### src/hdl/spq_pkg.sv
`default_nettype none

package spq_pkg;

	// request codes; the spare code behaves as a peek
	localparam logic [1:0] REQ_ENQ  = 2'd0;
	localparam logic [1:0] REQ_DEQ  = 2'd1;
	localparam logic [1:0] REQ_PEEK = 2'd2;

	// response status codes
	localparam logic [1:0] ST_OK        = 2'd0;
	localparam logic [1:0] ST_OVERFLOW  = 2'd1;
	localparam logic [1:0] ST_UNDERFLOW = 2'd2;

	// command broadcast to every cell of the chain
	typedef struct packed {
		logic enq;
		logic deq;
	} spq_cmd_t;

endpackage

`default_nettype wire

### src/hdl/spq_req_if.sv
`default_nettype none

interface spq_req_if #(
	parameter int DATA_WIDTH = 16,
	parameter int PRIO_WIDTH = 8
);
	logic                  valid;
	logic                  ready;
	logic [1:0]            req_type;
	logic [DATA_WIDTH-1:0] in_data;
	logic [PRIO_WIDTH-1:0] in_priority;

	modport source (output valid, output req_type, output in_data, output in_priority,
		input ready);
	modport sink (input valid, input req_type, input in_data, input in_priority,
		output ready);
endinterface

`default_nettype wire

### src/hdl/spq_rsp_if.sv
`default_nettype none

interface spq_rsp_if #(
	parameter int DATA_WIDTH  = 16,
	parameter int PRIO_WIDTH  = 8,
	parameter int COUNT_WIDTH = 5
);
	logic                   valid;
	logic                   ready;
	logic [DATA_WIDTH-1:0]  out_data;
	logic [PRIO_WIDTH-1:0]  out_priority;
	logic [COUNT_WIDTH-1:0] entry_count;
	logic                   is_empty;
	logic                   is_full;
	logic [1:0]             status;

	modport source (output valid, output out_data, output out_priority,
		output entry_count, output is_empty, output is_full, output status, input ready);
	modport sink (input valid, input out_data, input out_priority,
		input entry_count, input is_empty, input is_full, input status, output ready);
endinterface

`default_nettype wire

### src/hdl/spq_cell.sv
`default_nettype none

// One slot of the sorted chain. Slot 0 is the head; priorities fall towards
// the far end. On enqueue a slot takes its lower neighbour's entry when that
// neighbour moves out of the newcomer's way, takes the newcomer where it
// lands, else holds. On dequeue every slot takes its upper neighbour.
module spq_cell #(
	parameter int DATA_WIDTH = 16,
	parameter int PRIO_WIDTH = 8
) (
	input  wire                   clk,
	input  spq_pkg::spq_cmd_t     cmd,
	input  wire  [DATA_WIDTH-1:0] new_data,
	input  wire  [PRIO_WIDTH-1:0] new_prio,
	input  wire                   occ,
	input  wire                   below_occ,
	input  wire                   below_lt,
	input  wire  [DATA_WIDTH-1:0] below_data,
	input  wire  [PRIO_WIDTH-1:0] below_prio,
	input  wire  [DATA_WIDTH-1:0] above_data,
	input  wire  [PRIO_WIDTH-1:0] above_prio,
	output logic [DATA_WIDTH-1:0] data_q,
	output logic [PRIO_WIDTH-1:0] prio_q,
	output logic                  lt
);

	logic land;

	// newcomer ranks strictly above this entry, so the entry moves on
	assign lt   = occ && (prio_q < new_prio);
	// newcomer lands here: first slot it beats, or the first free slot
	assign land = lt || (below_occ && !occ);

	always_ff @(posedge clk) begin
		if (cmd.enq) begin
			if (below_lt) begin
				data_q <= below_data;
				prio_q <= below_prio;
			end else if (land) begin
				data_q <= new_data;
				prio_q <= new_prio;
			end
		end else if (cmd.deq) begin
			data_q <= above_data;
			prio_q <= above_prio;
		end
	end

endmodule

`default_nettype wire

### src/hdl/sorted_array_priority_queue.sv
// The response is registered: it becomes valid in the cycle after a request is accepted.
// Throughput: one request per cycle, set by the update of the cell chain;
// a response not taken stalls the request side only while the output register is held.
// Reset: arst_n clears the entry count and the response valid; cell contents stay
// unknown until written and are never read beyond the count.
`default_nettype none

// Priority queue built as a chain of cells kept in descending priority order,
// so the head always sits in cell 0 and no wide read mux is needed.
//
// Enqueue: every occupied cell compares its priority with the newcomer in
// parallel. Cells with a strictly lower priority form a run at the far end of
// the chain; that run shifts one place away from the head and the newcomer
// drops into the gap. Equal priorities stay ahead, so earlier entries leave
// first. Dequeue: the whole chain shifts one place towards the head.
// Peek and the spare request code leave the chain untouched.
//
// Occupancy of each cell is derived from the entry count, so the store
// carries no valid bits of its own.
module sorted_array_priority_queue #(
	parameter int DEPTH      = 16,
	parameter int DATA_WIDTH = 16,
	parameter int PRIO_WIDTH = 8
) (
	input wire      clk,
	input wire      arst_n,
	spq_req_if.sink req,
	spq_rsp_if.source rsp
);

	localparam int CW = $clog2(DEPTH + 1);

	// chain taps, one per cell
	logic [DATA_WIDTH-1:0] c_data [DEPTH];
	logic [PRIO_WIDTH-1:0] c_prio [DEPTH];
	logic                  c_lt   [DEPTH];
	logic                  c_occ  [DEPTH];

	logic [CW-1:0]         count_q;
	logic [CW-1:0]         count_d;
	logic                  rsp_valid_q;
	logic                  accept;
	logic                  empty_now;
	logic                  full_now;
	spq_pkg::spq_cmd_t     cmd;
	logic [1:0]            st;
	logic [DATA_WIDTH-1:0] o_data;
	logic [PRIO_WIDTH-1:0] o_prio;

	// take a new request whenever the response register is free or draining
	assign req.ready = !rsp_valid_q || rsp.ready;
	assign accept    = req.valid && req.ready;
	assign rsp.valid = rsp_valid_q;

	assign empty_now = (count_q == '0);
	assign full_now  = (count_q == CW'(DEPTH));

	// decode the request; the head is cell 0 before the step
	always_comb begin
		cmd     = '0;
		count_d = count_q;
		st      = spq_pkg::ST_OK;
		o_data  = c_data[0];
		o_prio  = c_prio[0];
		unique case (req.req_type)
			spq_pkg::REQ_ENQ: begin
				if (full_now) begin
					st = spq_pkg::ST_OVERFLOW;
				end else begin
					cmd.enq = accept;
					count_d = count_q + CW'(1);
					// newcomer becomes the head if it beats cell 0 or the chain is empty
					if (empty_now || c_lt[0]) begin
						o_data = req.in_data;
						o_prio = req.in_priority;
					end
				end
			end
			spq_pkg::REQ_DEQ: begin
				if (empty_now) begin
					st     = spq_pkg::ST_UNDERFLOW;
					o_data = '0;
					o_prio = '0;
				end else begin
					cmd.deq = accept;
					count_d = count_q - CW'(1);
				end
			end
			default: begin
				// peek, and the spare code
				if (empty_now) begin
					st     = spq_pkg::ST_UNDERFLOW;
					o_data = '0;
					o_prio = '0;
				end
			end
		endcase
	end

	// build the chain
	for (genvar i = 0; i < DEPTH; i++) begin : g_cell
		logic                  b_occ;
		logic                  b_lt;
		logic [DATA_WIDTH-1:0] b_data;
		logic [PRIO_WIDTH-1:0] b_prio;
		logic [DATA_WIDTH-1:0] a_data;
		logic [PRIO_WIDTH-1:0] a_prio;

		assign c_occ[i] = (count_q > CW'(i));

		if (i == 0) begin : g_head
			// nothing ahead of the head: it never takes a shifted entry
			assign b_occ  = 1'b1;
			assign b_lt   = 1'b0;
			assign b_data = '0;
			assign b_prio = '0;
		end else begin : g_body
			assign b_occ  = c_occ[i-1];
			assign b_lt   = c_lt[i-1];
			assign b_data = c_data[i-1];
			assign b_prio = c_prio[i-1];
		end

		if (i == DEPTH - 1) begin : g_tail
			// last cell holds its own value on dequeue; it falls out of the count
			assign a_data = c_data[i];
			assign a_prio = c_prio[i];
		end else begin : g_inner
			assign a_data = c_data[i+1];
			assign a_prio = c_prio[i+1];
		end

		spq_cell #(
			.DATA_WIDTH (DATA_WIDTH),
			.PRIO_WIDTH (PRIO_WIDTH)
		) u_cell (
			.clk        (clk),
			.cmd        (cmd),
			.new_data   (req.in_data),
			.new_prio   (req.in_priority),
			.occ        (c_occ[i]),
			.below_occ  (b_occ),
			.below_lt   (b_lt),
			.below_data (b_data),
			.below_prio (b_prio),
			.above_data (a_data),
			.above_prio (a_prio),
			.data_q     (c_data[i]),
			.prio_q     (c_prio[i]),
			.lt         (c_lt[i])
		);
	end

	// entry count and response valid
	always_ff @(posedge clk or negedge arst_n) begin
		if (!arst_n) begin
			count_q     <= '0;
			rsp_valid_q <= 1'b0;
		end else begin
			if (accept) begin
				count_q <= count_d;
			end
			if (accept) begin
				rsp_valid_q <= 1'b1;
			end else if (rsp.ready) begin
				rsp_valid_q <= 1'b0;
			end
		end
	end

	// response payload: load with each accepted request, hold while stalled
	always_ff @(posedge clk) begin
		if (accept) begin
			rsp.out_data     <= o_data;
			rsp.out_priority <= o_prio;
			rsp.entry_count  <= count_d;
			rsp.is_empty     <= (count_d == '0);
			rsp.is_full      <= (count_d == CW'(DEPTH));
			rsp.status       <= st;
		end
	end

endmodule

`default_nettype wire

### src/flat_wrapper.sv
// flat-port wrapper written by rule: the top's interface ports become plain ports
module sorted_array_priority_queue_flat 
#(
	parameter int DEPTH      = 16,
	parameter int DATA_WIDTH = 16,
	parameter int PRIO_WIDTH = 8
)
  (clk, arst_n, req_valid, req_req_type, req_in_data, req_in_priority, req_ready, rsp_valid, rsp_out_data, rsp_out_priority, rsp_entry_count, rsp_is_empty, rsp_is_full, rsp_status, rsp_ready);
  spq_req_if #(.DATA_WIDTH(DATA_WIDTH), .PRIO_WIDTH(PRIO_WIDTH)) req_i ();
  spq_rsp_if #(.DATA_WIDTH(DATA_WIDTH), .PRIO_WIDTH(PRIO_WIDTH)) rsp_i ();
  input wire clk;
  input wire arst_n;
  input wire logic [$bits(req_i.valid)-1:0] req_valid;
  input wire logic [$bits(req_i.req_type)-1:0] req_req_type;
  input wire logic [$bits(req_i.in_data)-1:0] req_in_data;
  input wire logic [$bits(req_i.in_priority)-1:0] req_in_priority;
  output wire logic [$bits(req_i.ready)-1:0] req_ready;
  output wire logic [$bits(rsp_i.valid)-1:0] rsp_valid;
  output wire logic [$bits(rsp_i.out_data)-1:0] rsp_out_data;
  output wire logic [$bits(rsp_i.out_priority)-1:0] rsp_out_priority;
  output wire logic [$bits(rsp_i.entry_count)-1:0] rsp_entry_count;
  output wire logic [$bits(rsp_i.is_empty)-1:0] rsp_is_empty;
  output wire logic [$bits(rsp_i.is_full)-1:0] rsp_is_full;
  output wire logic [$bits(rsp_i.status)-1:0] rsp_status;
  input wire logic [$bits(rsp_i.ready)-1:0] rsp_ready;
  assign req_i.valid = req_valid;
  assign req_i.req_type = req_req_type;
  assign req_i.in_data = req_in_data;
  assign req_i.in_priority = req_in_priority;
  assign req_ready = req_i.ready;
  assign rsp_valid = rsp_i.valid;
  assign rsp_out_data = rsp_i.out_data;
  assign rsp_out_priority = rsp_i.out_priority;
  assign rsp_entry_count = rsp_i.entry_count;
  assign rsp_is_empty = rsp_i.is_empty;
  assign rsp_is_full = rsp_i.is_full;
  assign rsp_status = rsp_i.status;
  assign rsp_i.ready = rsp_ready;
  sorted_array_priority_queue #(.DEPTH(DEPTH), .DATA_WIDTH(DATA_WIDTH), .PRIO_WIDTH(PRIO_WIDTH)) u_core (.clk(clk), .arst_n(arst_n), .req(req_i), .rsp(rsp_i));
endmodule
### config.mk
export PLATFORM = sky130hd
export DESIGN_NAME = sorted_array_priority_queue_flat
export DESIGN_NICKNAME = d
export VERILOG_FILES = /design/src/hdl/spq_pkg.sv /design/src/hdl/spq_req_if.sv /design/src/hdl/spq_rsp_if.sv /design/src/hdl/spq_cell.sv /design/src/hdl/sorted_array_priority_queue.sv /design/src/flat_wrapper.sv
export SDC_FILE = /design/constraint.sdc
export NUM_CORES = 1
export LEC_CHECK = 0
export BUFFER_PORTS_ARGS = -buffer_cell sky130_fd_sc_hd__buf_2
export CELL_PAD_IN_SITES_DETAIL_PLACEMENT = 2
export CELL_PAD_IN_SITES_GLOBAL_PLACEMENT = 2
export CORE_AREA = 2 2 308 188
export DETAILED_ROUTE_END_ITERATION = 7
export DIE_AREA = 0 0 310 190
export PLACE_DENSITY = 0.78
export SLEW_MARGIN = 15
export SYNTH_ARGS = -nofsm -noshare
export SYNTH_HDL_FRONTEND = slang
export SYNTH_SLANG_ARGS = --single-unit
### constraint.sdc
create_clock -name clk -period 4.8 [get_ports clk]
set_clock_uncertainty 0.15 [all_clocks]
set_input_delay 1.44 -clock clk [delete_from_list [all_inputs] [get_ports clk]]
set_output_delay 1.44 -clock clk [all_outputs]
set_load 0.01 [all_outputs]
### Word level (Yosys, flattened, before mapping)

Cells that the tools add are included.

* word-level logic and storage cells: 323
* output and inout bits: 35
* bits in writable memories: 0
* memory bits (read-only): 0
* flip-flop bits (word level): 423
* memories kept: 0
* latch bits: 0
* input port bits: 30

* add/subtract/negate cells: 2
* shift operators: 0
* eq/ne operators: 18
* magnitude comparators: 32
* div/mod/pow operators: 0
* reduce and logical (&&, ||, !) cells: 89
* $mul: 0
* bitwise gates (word level): 0
* muxes and demuxes: 142

Operators with widths (number)
* two-way mux 16 bit: 65
* two-way mux 8 bit: 65
* < comparator 8 bit: 16
* != test 3 bit (second input constant): 14
* greater-than comparator 5 x 4 -> 1 bit (second input constant): 8
* logical AND 1 bit: 32
* AND reduction 2 bit: 16
* greater-than comparator 5 x 3 -> 1 bit (second input constant): 4
* logical OR 1 bit: 18
* zero test 1 bit: 17
* equality test 5 bit (second input constant): 2
* greater-than comparator 5 x 1 -> 1 bit (second input constant): 2
* greater-than comparator 5 x 2 -> 1 bit (second input constant): 2
* zero test 5 bit: 2
* two-way mux 5 bit: 2
* case mux 5 bit (2 select lines): 1
* two-way mux 1 bit: 7
* nonzero test 2 bit: 3
* adder 5 x 1 -> 5 bit (second input constant): 1
* subtractor 5 x 1 -> 5 bit (second input constant): 1
* two-way mux 2 bit: 2
* equality test 2 x 1 -> 1 bit (second input constant): 1
* zero test 2 bit: 1
* != test 2 bit (second input constant): 1

### Logic depth before layout (Yosys ltp)

Gate-level depths: netlist of run 1.

* depth after elaboration: 7
* gate-level depth with buffers: 11
* depth with buffers taken out: 7

### Cells and area by module

From an unflattened synthesis of run 1, not the netlist that was laid out.

* cells, all modules: 2317
* area total of the unflattened synthesis: 25122.8 um^2

By module, submodules not included
* spq_cell at u_core.g_cell[0].u_cell ...: area each 1437.6 um^2, cells each 131, instances 11
* spq_cell at u_core.g_cell[5].u_cell ...: area each 1427.6 um^2, cells each 131, instances 5
* sorted_array_priority_queue: area each 2170.8 um^2, cells each 221, instances 1

### Worst setup path after synthesis of run 1

No wires, ideal clock.

* path type: input to register
* start point: in req_in_priority[2]
* end point: reg u_core.g_cell[13].u_cell.data_q[0] (enable)
* cell stages on the path: 9
* arrival time: 4.456 ns
* setup slack: -0.225 ns
* data required time: 4.230 ns
* cells stage by stage: inv_1 ha_1 a211o_1 a31oi_1 o211ai_1 or2_1 buf_2 buf_2 a31oi_1

* word-level cells in the longest chain between the ends: 5

RTL lines
* from (decl): line flat_wrapper.sv:16 `input wire logic [$bits(req_i.in_priority)-1:0] req_in_priority;`
* < comparator 8 bit: line spq_cell.sv:30 `assign lt = occ && (prio_q < new_prio);`
* logical AND 1 bit: line spq_cell.sv:30
* logical OR 1 bit: line spq_cell.sv:32 `assign land = lt || (below_occ && !occ);`
* != test 3 bit (no line) (*)
* AND reduction 2 bit (no line) (*)
* to (signal assigned): line spq_cell.sv:37 `data_q <= below_data;`
* to (signal assigned): line spq_cell.sv:40 `data_q <= new_data;`
* to (signal assigned): line spq_cell.sv:44 `data_q <= above_data;`
* to (decl): line spq_cell.sv:22 `output logic [DATA_WIDTH-1:0] data_q,`

Every way passes the cells marked *; elsewhere a longest branch is shown, timed or not.
A chain may end at the register's enable or synchronous reset.

### Final worst setup path of run 1

* start point: in req_in_priority[1]
* end point: reg u_core.g_cell[5].u_cell.data_q[15] (enable)

* word-level cells in the longest chain between the ends: 5

RTL lines (line)
* < comparator 8 bit: spq_cell.sv:30
* logical AND 1 bit: spq_cell.sv:30
* logical OR 1 bit: spq_cell.sv:32
* != test 3 bit (no line) (*)
* AND reduction 2 bit (no line) (*)
* to (signal assigned): spq_cell.sv:37
* to (signal assigned): spq_cell.sv:40
* to (signal assigned): spq_cell.sv:44
* to (decl): spq_cell.sv:22

Marked as above.

==> results_dict.tcl, run 1 <==
set metrics [dict create \
    first_pass_iters 5 \
    cts_root_buf "clkbuf_16" \
    top_layer_used "met5" \
    pwr_density_cell_nw_per_um2 486 \
    reg2reg_slack_ns 0.92 \
    dpl_cell_area_um2 25100 \
    holdWs_ns 0.411 \
    start_util_pct 42.2 \
    netlist_instances 2246 \
    final_util_pct 47.1 \
    power_mw 12.9 \
    htreeDepth 2 \
    cts_inserted_buffers 45 \
    num_rows 68 \
    setup_viol 0 \
    track_usage_pct 32.6 \
    grt_start_max_net_pins 108 \
    min_path_cells 1 \
    finalMaxSlewViolations 0 \
    post-dp-hpwl_um 66200 \
    grt_first_pass_wirelength_um 144000 \
    fin_area_um2 26600 \
    antenna_found_initial 2 \
    avgSynthCellArea_um2 10.6 \
    whs_endpoint "u_core.g_cell[14].u_cell.data_q[5]$_DFFE_PP_" \
    clk_latency_ns 0.60 \
    cts_resized 0 \
    tns_ns 0 \
    r2r_start "u_core.count_q[1]$_DFFE_PN0P_" \
    first_global_vias 21869 \
    regToRegEndpoint "u_core.g_cell[12].u_cell.data_q[9]$_DFFE_PP_" \
    hp-start "u_core.g_cell[15].u_cell.data_q[5]$_DFFE_PP_" \
    die_h_um 190 \
    relSlewSlack_pct 47.2 \
    crit_type "primary input to flip-flop" \
    synth_edf_count 417 \
    drc 0 \
    drive_gt1_share_pct 13.1 \
    cp-start-kind "primary input" \
    grt_setup_unrepaired "false" \
    antennaDiodeCount 0 \
    ys_ff_latch 423 \
    final_nets 2385 \
    clk_pin_slew_worst_paths_ns 0.06 \
    fmax_mhz 254 \
    vias_per_cell 6.73 \
    drtAntennaViolNets 0 \
    dr_wl_met3_um 6340 \
    fin_cells 3042 \
    gp_congestion 0.887 \
    wl_met1_um 41800 \
    synth_warnings 0 \
    port_buffers 64 \
    fp.dieW_um 310 \
    leakagePower_nw 9.34 \
    cp.required_ns 4.87 \
    ff2ff_path_depth 8 \
    worstMarginPinSlew_ns 0.791 \
    vias 20478 \
    grt_overflow 0 \
    finalCritPeriodShare_pct 82.0 \
    finalHoldViolCount 0 \
    tritoncts "built" \
    syn2layout_area_growth_pct 11.6 \
    critPathArrivalTime_ns 4.00 \
    drt_iter0_drc 1999 \
    ir_drop_v 0.000271 \
    dp.cells 2961 \
    period_needed_ns 3.93 \
    ctsHoldBuffers 0 \
    status "complete, no violations" \
    layout_common_cells "nand2_1 (436), edfxtp_1 (417), o211ai_1 (295), nand3_1 (160), nand4_1 (148)" \
    wl_per_cell_um 31.5 \
    post_cts_buffers 0 \
    ys.flop_type "edfxtp_1" \
    layout_commonest_cell "nand2_1" \
    crit_path_end_kind "flip-flop" \
    cp-startpoint "req_in_priority[1]" \
    drv_cap 0 \
    clk_path_buf_depth 3 \
    fin_ws_ns 0.865 \
    wl_met2_um 44900 \
    ys_types 77 \
    syn-cell-area_um2 23900 \
    routed_wl_um 95700 \
    coreArea_um2 56500 \
    synth-async-reset-ratio_pct 1.42 \
    crit_fanout 24 \
    ys_seq_area_share_pct 53.1 \
    hp-class "flip-flop to flip-flop" \
    ios 65 \
    place_ws_ns 0.316 \
    synth_nets 2393 \
    cts_num_sinks 423 \
    dieArea_um2 58900 \
]
report_power, final:
group          internal, mW  switching (mW)
logic                  1.10            3.02
clock network          2.01            1.65
registers              4.75           0.418
logic make-up after synthesis:
kind of cell | after synthesis | synth area share [%]
and+or+nand+nor | 911 | 18.1
muxes | 18 | 0.844
adders and majority gates | 117 | 6.13
AOI/OAI and AO/OA | 531 | 17.1
DFF | 423 | 53.1
buffers and inverters | 242 | 4.60
xor gates and xnor gates | 4 | 0.147
cells in the mapped netlist (26+ instances only):
master	instances	area, µm²
edfxtp_1	417	12500
nor3_1	52	260
ha_1	117	1460
buf_2	100	500
nand2_1	436	1640
clkbuf_1	98	368
nand3_1	161	806
o211ai_1	295	2210
o21ai_0	31	155
nor2_1	36	135
a21oi_1	42	210
and2_1	26	163
nand4_1	148	926
a221o_1	48	480
critical path: stages:
cell	delay, ns
buf_2	0.12
inv_1	0.53
ha_1	0.37
a2111oi_0	0.52
o311a_1	0.28
nand2_1	0.12
a31oi_2	0.15
buf_4	0.44
worst max-delay path by stage:
stage	end	slack (ns)	cells after the start
finish	u_core.g_cell[5].u_cell.data_q[15]$_DFFE_PP_	0.87	8
global route	u_core.g_cell[10].u_cell.prio_q[0]$_DFFE_PP_	0.81	9
CTS	u_core.g_cell[6].u_cell.data_q[15]$_DFFE_PP_	0.90	8
detailed placement	u_core.g_cell[6].u_cell.data_q[10]$_DFFE_PP_	0.32	8
global placement	u_core.g_cell[1].u_cell.data_q[10]$_DFFE_PP_	0.53	9
floorplan	u_core.g_cell[9].u_cell.data_q[0]$_DFFE_PP_	0.06	7
cell type report:
class / count / area, µm²
well taps: 770 / 963
inverters: 20 / 75.1
clock buffers: 56 / 1210
repair buffers: 167 / 1220
multi-input cells: 1581 / 10200
fillers: 5798 / 29900
flip-flops and latches: 423 / 12700
clock inverters: 25 / 265
registers in the layout, summed over array words and instances, names as in the netlist:
name                         flops
u_core.rsp.entry_count           5
u_core.rsp.out_priority          8
u_core.g_cell.u_cell.data_q    256
u_core.rsp.is_full               1
u_core.rsp.is_empty              1
u_core.rsp.valid                 1
u_core.count_q                   5
u_core.rsp.status                2
u_core.rsp.out_data             16
u_core.g_cell.u_cell.prio_q    128
layer usage:
| metal | track usage, % | vias to the layer above |
|---|---|---|
| met2 | 52.9 | 729 |
| li1 | - | 8747 |
| met3 | 5.37 | 196 |
| met4 | 8.94 | 2 |
| met1 | 45.2 | 10804 |
| met5 | 0 | - |
Power figures use the tool's default switching activity.
==> inputs of run 2 (changes only) <==
Settings changed: ABC_AREA from default to 1, CORE_AREA 2 2 308 188 to 2 2 336 205, DIE_AREA 0 0 310 190 to 0 0 338 207.
Clock period 4.8 ns to 3.82 ns, I/O delays scaled along.
==> results_dict.tcl, run 2 <==
set metrics [dict create \
    status "complete, no violations" \
    power_mw 19.6 \
    ios 65 \
    worstPathCellList "buf_2, inv_1, buf_12, ha_1, o21ai_1, nand2_1, nand3_1, nand2_1, nand2_1, nand2_2, nand3_1, nand2_1, nand2_2, buf_12" \
    yosysTopAreaCellShare_pct 48.3 \
    synth-async-reset-ratio_pct 1.42 \
    relSlewSlack_pct 31.7 \
    fp.dieW_um 338 \
    ys.flop_type "edfxtp_1" \
    grt_first_pass_wirelength_um 169000 \
    worstMarginPinSlew_ns 1.02 \
    synth_nets 3365 \
    ys_types 40 \
    crit_type "primary input to flip-flop" \
    antennaDiodeCount 0 \
    antenna_found_initial 2 \
    hp-class "primary input to asynchronous set/reset pin" \
    vias 24576 \
    cts_num_sinks 423 \
    fmax_mhz 305 \
    layout_commonest_cell "nand2_1" \
    avgSynthCellArea_um2 8.05 \
    fillers 7532 \
    grt_setup_unrepaired "false" \
    syn2layout_area_growth_pct 12.9 \
    first_pass_iters 5 \
    wl_per_cell_um 27.1 \
    dp.cells 4091 \
    path_buf_inv 4 \
    ys_seq_area_share_pct 48.9 \
    final_nets 3374 \
    period_needed_ns 3.28 \
    critical-path-top-delay-family "simple AND/OR/NAND/NOR gates" \
    synth_warnings 0 \
    yosys.area.top_type "edfxtp_1" \
    tritoncts "built" \
    routed_wl_um 113000 \
    coreArea_um2 67100 \
    synth_common_cells "nand2_1 (1,023), nand3_1 (474), edfxtp_1 (417), inv_1 (292), o21ai_1 (214)" \
    grt_start_max_net_pins 110 \
    cp.required_ns 3.98 \
    vias_per_cell 5.89 \
    layout_common_cells "nand2_1 (1,014), nand3_1 (473), edfxtp_1 (417), inv_1 (292), o21ai_1 (214)" \
    drive_gt1_share_pct 9.26 \
    drv_cap 0 \
    gp_congestion 0.925 \
    final_util_pct 43.6 \
    reg_top3 "u_core.g_cell.u_cell.data_q x256, u_core.g_cell.u_cell.prio_q x128, u_core.rsp.out_data x16" \
    dieArea_um2 70000 \
    post_cts_buffers 0 \
    tns_ns 0 \
    ys_ff_latch 423 \
    track_usage_pct 32.2 \
    setup_viol 0 \
    finalCritPeriodShare_pct 85.8 \
    syn-cell-area_um2 25900 \
    clk_pin_slew_worst_paths_ns 0.07 \
    post-dp-hpwl_um 79600 \
    synth.most_common_cell "nand2_1" \
    finalHoldViolCount 0 \
    critPathArrivalTime_ns 3.44 \
    fin_cells 4172 \
    place_ws_ns 0.0344 \
    cts_resized 0 \
    grt_overflow 0 \
    die_h_um 207 \
    clk_latency_ns 0.62 \
    finalMaxSlewViolations 0 \
    ir_drop_v 0.000314 \
    drc 0 \
    start_util_pct 38.6 \
    cp-start-kind "primary input" \
    cts_root_buf "clkbuf_16" \
    largest_reg_flops 256 \
    cts_inserted_buffers 46 \
    clk_path_buf_depth 3 \
    pwr_density_cell_nw_per_um2 669 \
    ctsHoldBuffers 0 \
    leakagePower_nw 12.7 \
    num_rows 74 \
    netlist_instances 3218 \
    htreeDepth 2 \
    critical-path-slowest-cell "nand2_2" \
    drt_iter0_drc 2345 \
    port_buffers 64 \
    crit_fanout 24 \
    synthTopCellsByArea "edfxtp_1 (48%), nand2_1 (15%), nand3_1 (9.2%)" \
    largest-register "u_core.g_cell.u_cell.data_q" \
    synth_edf_count 417 \
    fin_ws_ns 0.542 \
    cpPeakStageDelay_ns 0.38 \
    drtAntennaViolNets 0 \
    cp_common_cell "nand2_1" \
    crit_path_end_kind "flip-flop" \
    first_global_vias 26139 \
]
run 2: final timing paths:
kind,endpoint,depth (start not counted),slack (ns),from
max,u_core.g_cell[13].u_cell.data_q[9]$_DFFE_PP_,14,0.54,req_in_priority[1]
min,u_core.count_q[3]$_DFFE_PN0P_,1,0.20,arst_n
max reg2reg,u_core.g_cell[12].u_cell.data_q[9]$_DFFE_PP_,10,0.65,u_core.count_q[0]$_DFFE_PN0P_
min reg2reg,u_core.g_cell[14].u_cell.data_q[8]$_DFFE_PP_,2,0.38,u_core.g_cell[15].u_cell.data_q[8]$_DFFE_PP_
max in group asynchronous,u_core.count_q[4]$_DFFE_PN0P_,1,3.15,arst_n
min in group clk,u_core.g_cell[14].u_cell.data_q[8]$_DFFE_PP_,2,0.38,u_core.g_cell[15].u_cell.data_q[8]$_DFFE_PP_
run 2: kinds of logic after synthesis:
group                      synth area share, %
and+or+nand+nor                           29.9
buffers and inverters                     8.27
DFF                                       48.9
AOI/OAI and AO/OA                         7.13
adders and majority gates                 5.65
xor gates and xnor gates                 0.135
run 2: per-layer routing:
layer / track usage, % / routed length [µm] / vias up
met5: 0 / 0 / -
met3: 7.68 / 9360 / 174
met4: 8.84 / 3020 / 0
met2: 50.7 / 51200 / 817
met1: 44.1 / 49400 / 12726
li1: - / - / 10859
run 2: final cells by class:
class / instances / area, µm² / area share (%)
clock buffers: 60 / 1220 / 4.18
multi-input cells: 2267 / 11100 / 38.0
repair buffers: 185 / 1750 / 5.99
well taps: 912 / 1140 / 3.90
inverters: 304 / 1150 / 3.92
flip-flops and latches: 423 / 12700 / 43.3
clock inverters: 21 / 201 / 0.688
run 2: stage by stage:
| stage | hold WS (ns) | instance area, µm² |
|---|---|---|
| floorplan | 0.344 | 25900 |
| global placement | 0.350 | 27800 |
| detailed placement | 0.363 | 27800 |
| CTS | 0.187 | 29300 |
| global route | 0.205 | 29300 |
| finish | 0.196 | 29300 |
run 2: report_power, final:
part           switching (mW)  internal (mW)
Sequential              0.520           6.23
Clock                    2.09           2.52
Combinational            5.88           2.35
run 2: worst reg2reg max path, delay by kind of cell (launching register included):
| family | cells | cell delay, ns |
|---|---|---|
| AOI/OAI and AO/OA | 1 | 0.13 |
| adders and majority gates | 1 | 0.37 |
| buffers and inverters | 4 | 1.33 |
| DFF | 1 | 0.48 |
| and+or+nand+nor | 4 | 0.55 |
